## config.mk

```make
export PLATFORM = sky130hd
export DESIGN_NAME = lifeb_ctrl
export DESIGN_NICKNAME = d
export VERILOG_FILES = /design/src/sv/lifeb_pkg.sv /design/src/sv/lifeb_ctrl.sv
export SDC_FILE = /design/constraint.sdc
export NUM_CORES = 1
export LEC_CHECK = 0
export BUFFER_PORTS_ARGS = -buffer_cell sky130_fd_sc_hd__buf_2
export CORE_AREA = 2 2 39 41
export DETAILED_ROUTE_END_ITERATION = 12
export DIE_AREA = 0 0 41 43
export GPL_ROUTABILITY_DRIVEN = 0
export GPL_TIMING_DRIVEN = 1
export PLACE_DENSITY_LB_ADDON = 0.25
export SYNTH_ARGS = -nofsm -noshare
export SYNTH_HDL_FRONTEND = slang
export SYNTH_SLANG_ARGS = --single-unit
```

## constraint.sdc

```tcl
create_clock -name clk -period 1.7 [get_ports clk]
set_input_delay 0.17 -clock clk [delete_from_list [all_inputs] [get_ports clk]]
set_output_delay 0.17 -clock clk [all_outputs]
set_load 0.1 [all_outputs]
```

## src/sv/lifeb_pkg.sv

```systemverilog
`timescale 1ns / 1ps
// ----------------------------------------------------------------------------
// lifeb_pkg
// shared types and codes of the life board engine: request codes, register
// indexes, rule constants, controller states and the command and status groups
// ----------------------------------------------------------------------------
package lifeb_pkg;

    localparam int CFG_IDX_W  = 1;
    localparam int CFG_DATA_W = 7;

    // request codes
    localparam logic [1:0] REQ_WRITE = 2'd0;
    localparam logic [1:0] REQ_READ  = 2'd1;
    localparam logic [1:0] REQ_RUN   = 2'd2;

    // register indexes
    localparam logic [CFG_IDX_W-1:0] REG_ROWS_USED = 1'd0;
    localparam logic [CFG_IDX_W-1:0] REG_COLS_USED = 1'd1;

    // rule constants
    localparam logic [3:0] BIRTH_COUNT   = 4'd3;
    localparam logic [3:0] SURVIVE_COUNT = 4'd2;

    typedef enum logic [2:0] {
        ST_IDLE,
        ST_ACCESS,
        ST_CELL_WR,
        ST_GEN_PRIME,
        ST_GEN_SWEEP,
        ST_GEN_CHECK,
        ST_RESP
    } lifeb_state_t;

    typedef struct packed {
        logic load_req;    // latch the accepted item
        logic mem_rd_req;  // read the addressed row
        logic cell_wr;     // write back the addressed row with one cell changed
        logic gen_prime;   // start a generation sweep
        logic gen_step;    // one row of the sweep
        logic gen_dec;     // one generation done
        logic out_load;    // load the result register
    } lifeb_cmd_t;

    typedef struct packed {
        logic is_run;
        logic is_write;
        logic gen_zero;
        logic gen_last;
        logic sweep_last;
        logic changed;
        logic out_busy;
    } lifeb_status_t;

endpackage

```

## src/sv/lifeb_ctrl.sv

```systemverilog
`timescale 1ns / 1ps
// ----------------------------------------------------------------------------
// lifeb_ctrl
// request sequencer: accepts an item, steps the datapath through cell access
// or generation sweeps, and hands the result to the output register
// ----------------------------------------------------------------------------
module lifeb_ctrl (
    input  logic                   clk,
    input  logic                   rst_n,
    input  logic                   in_valid,
    output logic                   in_stall,
    input  lifeb_pkg::lifeb_status_t status,
    output lifeb_pkg::lifeb_cmd_t    cmd
);

    lifeb_pkg::lifeb_state_t state_reg;
    lifeb_pkg::lifeb_state_t state_next;

    always_ff @(posedge clk or negedge rst_n)
    begin
        if (!rst_n)
        begin
            state_reg <= lifeb_pkg::ST_IDLE;
        end
        else
        begin
            state_reg <= state_next;
        end
    end

    always_comb
    begin
        state_next = state_reg;
        case (state_reg)
            lifeb_pkg::ST_IDLE:
            begin
                if (in_valid)
                begin
                    state_next = lifeb_pkg::ST_ACCESS;
                end
            end
            lifeb_pkg::ST_ACCESS:
            begin
                if (status.is_run && !status.gen_zero)
                begin
                    state_next = lifeb_pkg::ST_GEN_PRIME;
                end
                else if (status.is_write)
                begin
                    state_next = lifeb_pkg::ST_CELL_WR;
                end
                else
                begin
                    state_next = lifeb_pkg::ST_RESP;
                end
            end
            lifeb_pkg::ST_CELL_WR:
            begin
                state_next = lifeb_pkg::ST_RESP;
            end
            lifeb_pkg::ST_GEN_PRIME:
            begin
                state_next = lifeb_pkg::ST_GEN_SWEEP;
            end
            lifeb_pkg::ST_GEN_SWEEP:
            begin
                if (status.sweep_last)
                begin
                    state_next = lifeb_pkg::ST_GEN_CHECK;
                end
            end
            lifeb_pkg::ST_GEN_CHECK:
            begin
                // a board that did not change stays that way
                if (!status.changed || status.gen_last)
                begin
                    state_next = lifeb_pkg::ST_RESP;
                end
                else
                begin
                    state_next = lifeb_pkg::ST_GEN_PRIME;
                end
            end
            lifeb_pkg::ST_RESP:
            begin
                if (!status.out_busy)
                begin
                    state_next = lifeb_pkg::ST_IDLE;
                end
            end
            default:
            begin
                state_next = lifeb_pkg::ST_IDLE;
            end
        endcase
    end

    always_comb
    begin
        cmd      = '0;
        in_stall = 1'b1;
        case (state_reg)
            lifeb_pkg::ST_IDLE:
            begin
                in_stall     = 1'b0;
                cmd.load_req = in_valid;
            end
            lifeb_pkg::ST_ACCESS:
            begin
                cmd.mem_rd_req = !status.is_run;
            end
            lifeb_pkg::ST_CELL_WR:
            begin
                cmd.cell_wr = 1'b1;
            end
            lifeb_pkg::ST_GEN_PRIME:
            begin
                cmd.gen_prime = 1'b1;
            end
            lifeb_pkg::ST_GEN_SWEEP:
            begin
                cmd.gen_step = 1'b1;
            end
            lifeb_pkg::ST_GEN_CHECK:
            begin
                cmd.gen_dec = 1'b1;
            end
            lifeb_pkg::ST_RESP:
            begin
                cmd.out_load = !status.out_busy;
            end
            default:
            begin
                cmd = '0;
            end
        endcase
    end

endmodule

```

==> summary.md, run 1 <==
| Metric | Value |
|---|---|
| Status | finished clean |
| Crit Path Class | reg -> out |
| CP arrival | ~1.4 ns |
| Most common cell after layout, fill and taps aside | buf_2 |
| Share of layout cells above drive strength 1 | 0.600 |
| Nets | 66 |
| # rows | 14 |
| Number of flip-flops in the largest register | 3 |
| Crit path required time | between 1.5 and 2 ns |
| Asr flop ratio synth | 1.00 |
| Clk_lat worst skew | 0.23 ns |
| Final HPWL from detailed placement | between 500 and 600 um |
| CTS Buffer Depth | 2 |
| Post-route clock period utilization | 0.949 |
| GRT Overall Usage | 0.109 |
| Synth Area in Simple Gates | 0.391 |
| Mapped Area | about 270 um^2 |
| Tightest Hold Check Type | in -> async |
| Worst-case clock skew | 0.00143 ns |
| Area grow syn2layout | 100% |
| Most frequent cells in the layout | 11 x buf_2, 6 x buf_12 |
| Synth Area in Compound Gates | 0.214 |
| CTS tree | yes |
| CP Launch Type | flop |
| Fin crit period | roughly 1.6 ns |
| Antenna Cells | 0 |
| Die ar. | 1760 um^2 |
| Max Transition Viols Final | 0 |
| Core box area | 1380 um^2 |
| Die width | 41 um |
| # Post-CTS Setup Buffers | 0 |
| Post-layout util | 0.389 |
| Warnings from Yosys | 0 |
| ANT nets after route | 0 |
| Syn nets | 43 |
| Post-route DRC | 0 |
| Fraction of the mapped netlist area in adder cells | 0 |
| Syn avg cell area | about 8.2 um^2 |
| Wirelength per Cell | 9.82 um |
| Count of final setup violators | 0 |
| Vias in the first global route | between 300 and 400 |
| Port Buf Inserts | 17 |
| Grt ovf | 0 |
| Worst Tran Pin Value | around 0.5 ns |
| Vias after detailed routing | 313 |
| Filler Cell Count | 147 |
| First-pass GRT wire length | 1270 um |
| Die Height | approximately 43 um |
| Iter 0 DRT Violations | 3 |
| Num CTS Buffers | 3 |
| RSZ-0062 raised after global routing | false |
| Number of unique standard cell types used by synthesis | 22 |
| Critical Path Fanout Max | 3 |
| Clk pin slew, worst setup/hold paths | around 0.04 ns |
| Worst setup EP type | output port |
| Max capacitance violation total | 0 |
| Final wirelength | 697 um |
| Max Fclk | slightly above 0.6 GHz |
| Fraction of synthesized cell area in xor and xnor cells | 0 |
| CTS Sinks | 3 |
| Area of the multi-input gates | 198 um^2 |
| Initial antenna violation count | 0 |
| Storage cell area | approximately 75 um^2 |
| Root buffer selected by CTS | clkbuf_4 |
| Max H-tree Level | 1 |
| Post-synthesis sequential area ratio | 0.279 |
| FF+latch count, synth | 3 |
| Largest net degree at the start of global routing | 10 |
| Slew headroom | 0.678 |
| EDFF count, synth | 0 |
| Largest family of logic cells by synthesized area | simple AND/OR/NAND/NOR gates |
| Hold Violations, Final | 0 |
| Initial DRT Pass Iterations | 2 |
| Most used DFF post-synth | dfrtp_1 |
| Initial cell density of the core | 0.194 |
| Top-Level Pins | 18 |
| Placed cells | 66 |
| Final std cells w/o fill | 71 |
| Cells after Synth | 33 |
| Multiplexer area fraction after synthesis | 0 |
| Vias/cell | around 4.4 |
==> worst max-delay path: stages (launching register included) <==
cell and delay, ns:
dfrtp_1 0.38, or3_2 0.52, nor2_4 0.14, buf_12 0.18
==> final timing paths <==
check	from	to	slack, ns	depth (start not counted)
max	state_reg[1]$_DFFE_PN0P_	cmd[6]	0.09	3
min	rst_n	state_reg[2]$_DFFE_PN0P_	0.26	2
max reg2reg	state_reg[1]$_DFFE_PN0P_	state_reg[0]$_DFFE_PN0P_	0.46	3
min reg2reg	state_reg[1]$_DFFE_PN0P_	state_reg[0]$_DFFE_PN0P_	0.61	2
max in group asynchronous	rst_n	state_reg[1]$_DFFE_PN0P_	1.33	2
min in group clk	status[0]	state_reg[1]$_DFFE_PN0P_	0.26	3
==> routing by layer <==
metal | vias to the layer above | GRT usage | share of wire
met1 | 143 | 0.134 | 0.45
li1 | 160 | - | -
met5 | - | 0 | 0
met3 | 0 | 0.0209 | 0.053
met2 | 10 | 0.150 | 0.50
met4 | 0 | 0.100 | 0
==> through the flow <==
step / hold slack (ns) / setup TNS, ns / setup WS [ns] / cell area (um^2)
after floorplan: -0.126 / -1.25 / -0.390 / 304
after global placement: -0.0328 / 0 / 0.334 / 502
after detailed placement: -0.0314 / 0 / 0.322 / 502
after CTS: 0.252 / 0 / 0.0718 / 538
after global routing: 0.273 / 0 / 0.0378 / 538
final: 0.262 / 0 / 0.0867 / 538
==> what timing repair did <==
action                                  in CTS  in global routing
endpoints found under the setup margin       0                  0
endpoints found under the hold margin        3                  0
hold buffers                                 1                  0
gates resized for setup                      0                  0
==> logic make-up after synthesis <==
kind of cell	Yosys count
AOI/OAI and AO/OA	6
and+or+nand+nor	18
buffers and inverters	6
DFF	3
==> synth_stat cells (all sizes together) (2+ instances only) <==
master  n  share of area
buf     2          0.060
nor2    4          0.056
nor3    4          0.074
nand2b  3          0.070
dfrtp   3           0.28
inv     2          0.028
==> layout make-up <==
cell class	count	area share
timing repair buffer	21	0.386
inverter	3	0.0209
sequential	3	0.140
multi-input combinational	24	0.367
clock buffer	4	0.0488
tap	16	0.0372
Power of run 1 is left out: the tool's default activity adds up to more than one toggle a clock period on the data nets, which glitch-free logic cannot reach.
==> run 2: changes to the inputs <==
Settings changed: RECOVER_POWER from default to 50.
==> run 2 against run 1 <==
Net effect:
- die area stayed put
- fmax barely moved
- register-to-register slack got worse by 0.18 ns
- cell count did not move
- clock skew hardly changed
- global-route usage unchanged
- via count increased by 0.96%
- hold slack gained 0.012 ns
- final area is 2.6% lower
- critical path depth is the same
==> summary.md, run 2 (same netlist as run 1, synthesis figures left out) <==
| Metric | Value |
|---|---|
| Status | finished clean |
| Most common cell after layout, fill and taps aside | buf_2 |
| Worst r2r src | state_reg[2]$_DFFE_PN0P_ |
| CTS-repair resized insts | 0 (unchanged) |
| Clk pin slew, worst setup/hold paths | 0.04 ns (about the same) |
| Antenna Cells | 0 (unchanged) |
| Top-Level Pins | 18 (unchanged) |
| ANT nets after route | 0 (unchanged) |
| Final Cell Area | 524 um^2 (-2.6%) |
| First-pass GRT wire length | 1270 um (unchanged) |
| Reg2reg setup slack | 0.28 ns (-0.18 ns) |
| Share of layout cells above drive strength 1 | 0.545 (-0.0545) |
| Max capacitance violation total | 0 (unchanged) |
| Final HPWL from detailed placement | 541 um (unchanged) |
| Worst Tran Pin Value | 0.545 ns (+0.0579 ns) |
| Die width | 41 um (unchanged) |
| Core box area | 1380 um^2 (unchanged) |
| # rows | 14 (unchanged) |
| Grt ovf | 0 (unchanged) |
| Post-layout util | 0.379 (-0.00995) |
| Worst setup EP type | output port |
| Slew headroom | 0.632 (-0.0455) |
| Iter 0 DRT Violations | 5 (+2) |
| Initial DRT Pass Iterations | 2 (unchanged) |
| Vias/cell | 4.45 (+0.96%) |
| Number of flip-flops in the largest register | 3 (unchanged) |
| Tightest Hold Check Type | in -> async |
| Port Buf Inserts | 17 (unchanged) |
| Post-route DRC | 0 (unchanged) |
| CP Launch Type | flop |
| Clk_lat worst skew | 0.23 ns (about the same) |
| CP peak stage delay | 0.52 ns (about the same) |
| Max Fclk | 0.619 GHz (about the same) |
| Hold Violations, Final | 0 (unchanged) |
| Final wirelength | 705 um (+1.1%) |
| Max H-tree Level | 1 (unchanged) |
| Area grow syn2layout | 94.9% |
| R2R Path End | state_reg[0]$_DFFE_PN0P_ |
| Buf/Inv on CP | 1 (unchanged) |
| CTS tree | yes |
| Crit-path cells | or3_2, nor2_4, buf_12 |
| Count of final setup violators | 0 (unchanged) |
| Crit path required time | 1.53 ns (about the same) |
| Num CTS Buffers | 3 (unchanged) |
| Worst-case clock skew | 0.00147 ns (+0.0000357 ns) |
| Vias in the first global route | 323 (unchanged) |
| Post-route clock period utilization | 0.950 (about the same) |
| Total Neg Setup Slack | 0 ns (unchanged) |
| Die ar. | 1760 um^2 (unchanged) |
| Max Transition Viols Final | 0 (unchanged) |
| Wirelength per Cell | 9.93 um (+1.1%) |
| Largest net degree at the start of global routing | 10 (unchanged) |
| Critical Path Fanout Max | 3 (unchanged) |
| Vias after detailed routing | 316 (+0.96%) |
| Most frequent cells in the layout | 10 x buf_2, 6 x buf_12 |
| CTS Buffer Depth | 2 (unchanged) |
| Reg2Reg Depth | 3 (unchanged) |
| Cell family with most CP delay | simple AND/OR/NAND/NOR gates |
| Root buffer selected by CTS | clkbuf_4 |
| Nets | 66 (unchanged) |
| Slowest CP cell | or3_2 |
| RSZ-0062 raised after global routing | false |
| Placed cells | 66 (unchanged) |
| CTS Sinks | 3 (unchanged) |
| CP arrival | 1.44 ns (about the same) |
| Final std cells w/o fill | 71 (unchanged) |
| GRT Overall Usage | 0.109 (unchanged) |
| Initial antenna violation count | 0 (unchanged) |
| Die Height | 43 um (unchanged) |
| Crit Path Class | reg -> out |
| Post-DP Area | 502 um^2 (unchanged) |
| Initial cell density of the core | 0.194 (unchanged) |
| Fin crit period | 1.61 ns (+0.00102 ns) |
run 2: cell types whose count changed in the layout (fill, tap and decap cells not counted), sizes merged:
cell,change
buf,-1
clkbuf,+1
run 2: area by class of cell:
cell class                 count  area, um^2
clock buffer                   4        26.3
fill                         148         860
inverter                       3        11.3
multi-input combinational     24         185
sequential                     3        75.1
tap                           16        20.0
timing repair buffer          21         206
run 2: repair_timing:
item,CTS,global route
hold buffers,1,0
setup buffers,0,0
hold endpoints to repair,3,0
run 2: worst max path at each step:
stage               slack [ns]  depth (start not counted)     end                      from
finish                    0.09                          3  cmd[6]  state_reg[1]$_DFFE_PN0P_
global route              0.04                          3  cmd[6]  state_reg[1]$_DFFE_PN0P_
CTS                       0.07                          3  cmd[6]  state_reg[1]$_DFFE_PN0P_
detailed placement        0.32                          3  cmd[6]  state_reg[1]$_DFFE_PN0P_
global placement          0.33                          3  cmd[6]  state_reg[1]$_DFFE_PN0P_
floorplan                -0.39                          3  cmd[2]  state_reg[2]$_DFFE_PN0P_
run 2: stage by stage:
stage                     hold slack [ns]  setup slack (ns)
after floorplan                    -0.126            -0.390
after global placement            -0.0328             0.334
after detailed placement          -0.0314             0.322
after CTS                           0.252            0.0718
after global routing                0.296            0.0378
final                               0.275            0.0856
run 2: metal layers:
layer / GRT usage / wire length, um / share of wire
met5: 0 / 0 / 0
met4: 0.100 / 0 / 0
met3: 0.0209 / 37 / 0.052
met2: 0.150 / 352 / 0.50
met1: 0.134 / 315 / 0.45
Power of run 2 is left out for the same reason.
==> run 3: changes to the inputs <==
Settings changed: ABC_AREA from default to 1.
==> run 3 against run 2 <==
Net effect:
- highest routed layer unchanged
- critical path type unchanged
- clock skew rose by 0.0033 ns
- sequential share of layout area up 1.4 points
- fmax grew 1.5%
- via count increased by 7.9%
- non-clock buffer count decreased by 3
- die area unchanged
- global-route usage down 1.0 points
- register-to-register slack better by 0.26 ns
- worst setup slack better by 0.025 ns
- largest cell class is now multi-input combinational cells
- cell count rose by 20%
- flip-flop and latch count unchanged
==> summary.md, run 3 <==
| Metric | Value |
|---|---|
| Status | finished clean |
| Synth Area in Simple Gates | 0.509 (+0.118) |
| Top post-synthesis cells by area | dfrtp_1 27%, nand2_1 16%, inv_1 12%, nor2_1 9.4%, nand3_2 7.1% |
| Worst Tran Pin Value | 0.486 ns (-0.0583 ns) |
| Fraction of synthesized cell area in xor and xnor cells | 0 (unchanged) |
| Multiplexer area fraction after synthesis | 0 (unchanged) |
| Initial antenna violation count | 0 (unchanged) |
| DP Worst Slack | 0.336 ns (+0.0145 ns) |
| Post-route DRC | 0 (unchanged) |
| Max capacitance violation total | 0 (unchanged) |
| RSZ-0062 raised after global routing | false |
| Crit path required time | 1.53 ns (about the same) |
| Iter 0 DRT Violations | 5 (unchanged) |
| Mapped Area | 280 um^2 (+4.2%) |
| Hold Violations, Final | 0 (unchanged) |
| R2R Path End | state_reg[2]$_DFFE_PN0P_ |
| Reg2Reg Depth | 6 (+3) |
| CTS tree | yes |
| Post-route clock period utilization | 0.935 (-0.0145) |
| Most frequent cell after synthesis | nand2_1 |
| Clk_lat worst skew | 0.23 ns (about the same) |
| Final HPWL from detailed placement | 569 um (+5.2%) |
| Clk pin slew, worst setup/hold paths | 0.04 ns (about the same) |
| Number of unique standard cell types used by synthesis | 13 (-41%) |
| Fin crit period | 1.59 ns (-0.0246 ns) |
| Slowest CP cell | dfrtp_1 |
| Antenna Cells | 0 (unchanged) |
| Most frequent cells in the layout | 13 x buf_2, 11 x nand2_1, 10 x inv_1 |
| Cell family with most CP delay | buffers and inverters |
| Largest net degree at the start of global routing | 8 (-2) |
| CP peak stage delay | 0.44 ns (-0.08 ns) |
| Max Transition Viols Final | 0 (unchanged) |
| Final WS setup | 0.110 ns (+0.0246 ns) |
| Crit-path cells | inv_2, nand2_1, nor2_1, buf_2 |
| Critical Path Stages | 4 (+1) |
| Vias after detailed routing | 341 (+7.9%) |
| Die ar. | 1760 um^2 (unchanged) |
| Post-DP Area | 454 um^2 (-9.5%) |
| Placed cells | 80 (+21%) |
| CP arrival | 1.42 ns (-0.02 ns) |
| CP Launch Type | flop |
| CTS Buffer Depth | 2 (unchanged) |
| Syn nets | 57 (+33%) |
| Crit Path Class | reg -> out |
| Post-synthesis sequential area ratio | 0.268 (-0.0112) |
| Wirelength per Cell | 7.93 um (-20%) |
| Most used DFF post-synth | dfrtp_1 |
| Final wirelength | 674 um (-4.4%) |
| Worst r2r src | state_reg[0]$_DFFE_PN0P_ |
| ANT nets after route | 0 (unchanged) |
| Num CTS Buffers | 3 (unchanged) |
| Nets | 80 (+21%) |
| Initial DRT Pass Iterations | 4 (+2) |
| Initial cell density of the core | 0.203 (+0.00814) |
| Warnings from Yosys | 0 (unchanged) |
| Yosys top cell area share | 0.268 (-0.0112) |
| Buf/Inv on CP | 2 (+1) |
| Tightest Hold Check Type | in -> reg |
| Port Buf Inserts | 17 (unchanged) |
| Asr flop ratio synth | 1.00 (unchanged) |
| FF+latch count, synth | 3 (unchanged) |
| Core box area | 1380 um^2 (unchanged) |
| Die Height | 43 um (unchanged) |
| Vias in the first global route | 301 (-6.8%) |
| CTS Sinks | 3 (unchanged) |
| Cells after Synth | 47 (+42%) |
| First-pass GRT wire length | 1170 um (-7.6%) |
| Number of flip-flops in the largest register | 3 (unchanged) |
| CP Capture Point | cmd[4] |
| # rows | 14 (unchanged) |
| Hold Worst Slack | 0.223 ns (-0.0517 ns) |
| Root buffer selected by CTS | clkbuf_4 |
| Critical Path Fanout Max | 6 (+3) |
| Vias/cell | 4.01 (-9.9%) |
| Share of layout cells above drive strength 1 | 0.435 (-0.111) |
| Area grow syn2layout | 70.1% |
| GRT Overall Usage | 0.0986 (-0.0103) |
| Area leader, netlist | dfrtp_1 |
| Largest family of logic cells by synthesized area | simple AND/OR/NAND/NOR gates |
| Commonest cells in the synthesized netlist | 12 x nand2_1, 9 x inv_1, 7 x nor2_1 |
| Worst setup path startpoint | state_reg[2]$_DFFE_PN0P_ |
| Most common cell after layout, fill and taps aside | buf_2 |
| Max H-tree Level | 1 (unchanged) |
| Count of final setup violators | 0 (unchanged) |
| EDFF count, synth | 0 (unchanged) |
| Syn avg cell area | 5.96 um^2 (-27%) |
| Worst setup EP type | output port |
| Reg2reg setup slack | 0.54 ns (+0.26 ns) |
| Grt ovf | 0 (unchanged) |
| Final std cells w/o fill | 85 (+20%) |
| Top-Level Pins | 18 (unchanged) |
| Fraction of the mapped netlist area in adder cells | 0 (unchanged) |
| Slew headroom | 0.678 (+0.0457) |
| Final Cell Area | 477 um^2 (-9.1%) |
| Synth Area in Compound Gates | 0.0759 (-0.138) |
| Die width | 41 um (unchanged) |
| Max Fclk | 0.629 GHz (+1.5%) |
| CTS-repair resized insts | 0 (unchanged) |
| Worst-case clock skew | 0.00477 ns (+0.00330 ns) |
[run 3: how the worst min path moves through the flow]
stage,start,to,slack (ns),cells after the start
4_1_cts,status[1],state_reg[0]$_DFFE_PN0P_,0.22,3
6_report,status[1],state_reg[0]$_DFFE_PN0P_,0.22,3
2_1_floorplan,rst_n,state_reg[0]$_DFFE_PN0P_,-0.13,0
3_3_place_gp,rst_n,state_reg[2]$_DFFE_PN0P_,-0.03,1
5_1_grt,status[1],state_reg[0]$_DFFE_PN0P_,0.24,3
3_5_place_dp,rst_n,state_reg[1]$_DFFE_PN0P_,-0.03,1
[run 3: per-layer routing]
metal / vias up / routed length [um] / GRT usage
li1: 189 / - / -
met1: 138 / 308 / 0.146
met2: 14 / 315 / 0.119
met3: 0 / 50 / 0.0157
met4: 0 / 0 / 0.0800
met5: - / 0 / 0
[run 3: area by class of cell]
type,instances,area [um^2]
Clock buffer,4,26.3
Fill cell,165,907
Inverter,11,41.3
Multi-Input combinational cell,33,188
Sequential cell,3,75.1
Tap cell,16,20.0
Timing Repair Buffer,18,126
[run 3: what timing repair did]
action,4_1_cts,5_1_grt
endpoints found under the hold margin,3,0
setup buffers,0,0
hold buffers,1,0
[run 3: cells by family (layout without fill, tap and decap cells)]
family,count (synthesis),count (layout)
and+or+nand+nor,30,30
buffers and inverters,11,33
AOI/OAI and AO/OA,3,3
DFF,3,3
[run 3: worst register-to-register path: stages, from the launching register on]
cell and delay [ns]:
dfrtp_1 0.45, inv_1 0.16, nand4_1 0.17, nand3_2 0.14, nor2_1 0.05, nand2_1 0.05, nand2_1 0.04
[run 3: metrics by stage]
stage	utilization	setup TNS, ns
5_1_grt	0.344	0
3_5_place_dp	0.328	0
2_1_floorplan	-	-1.02
4_1_cts	0.354	0
3_3_place_gp	0.328	0
6_report	0.344	0
Power of run 3 is left out for the same reason.
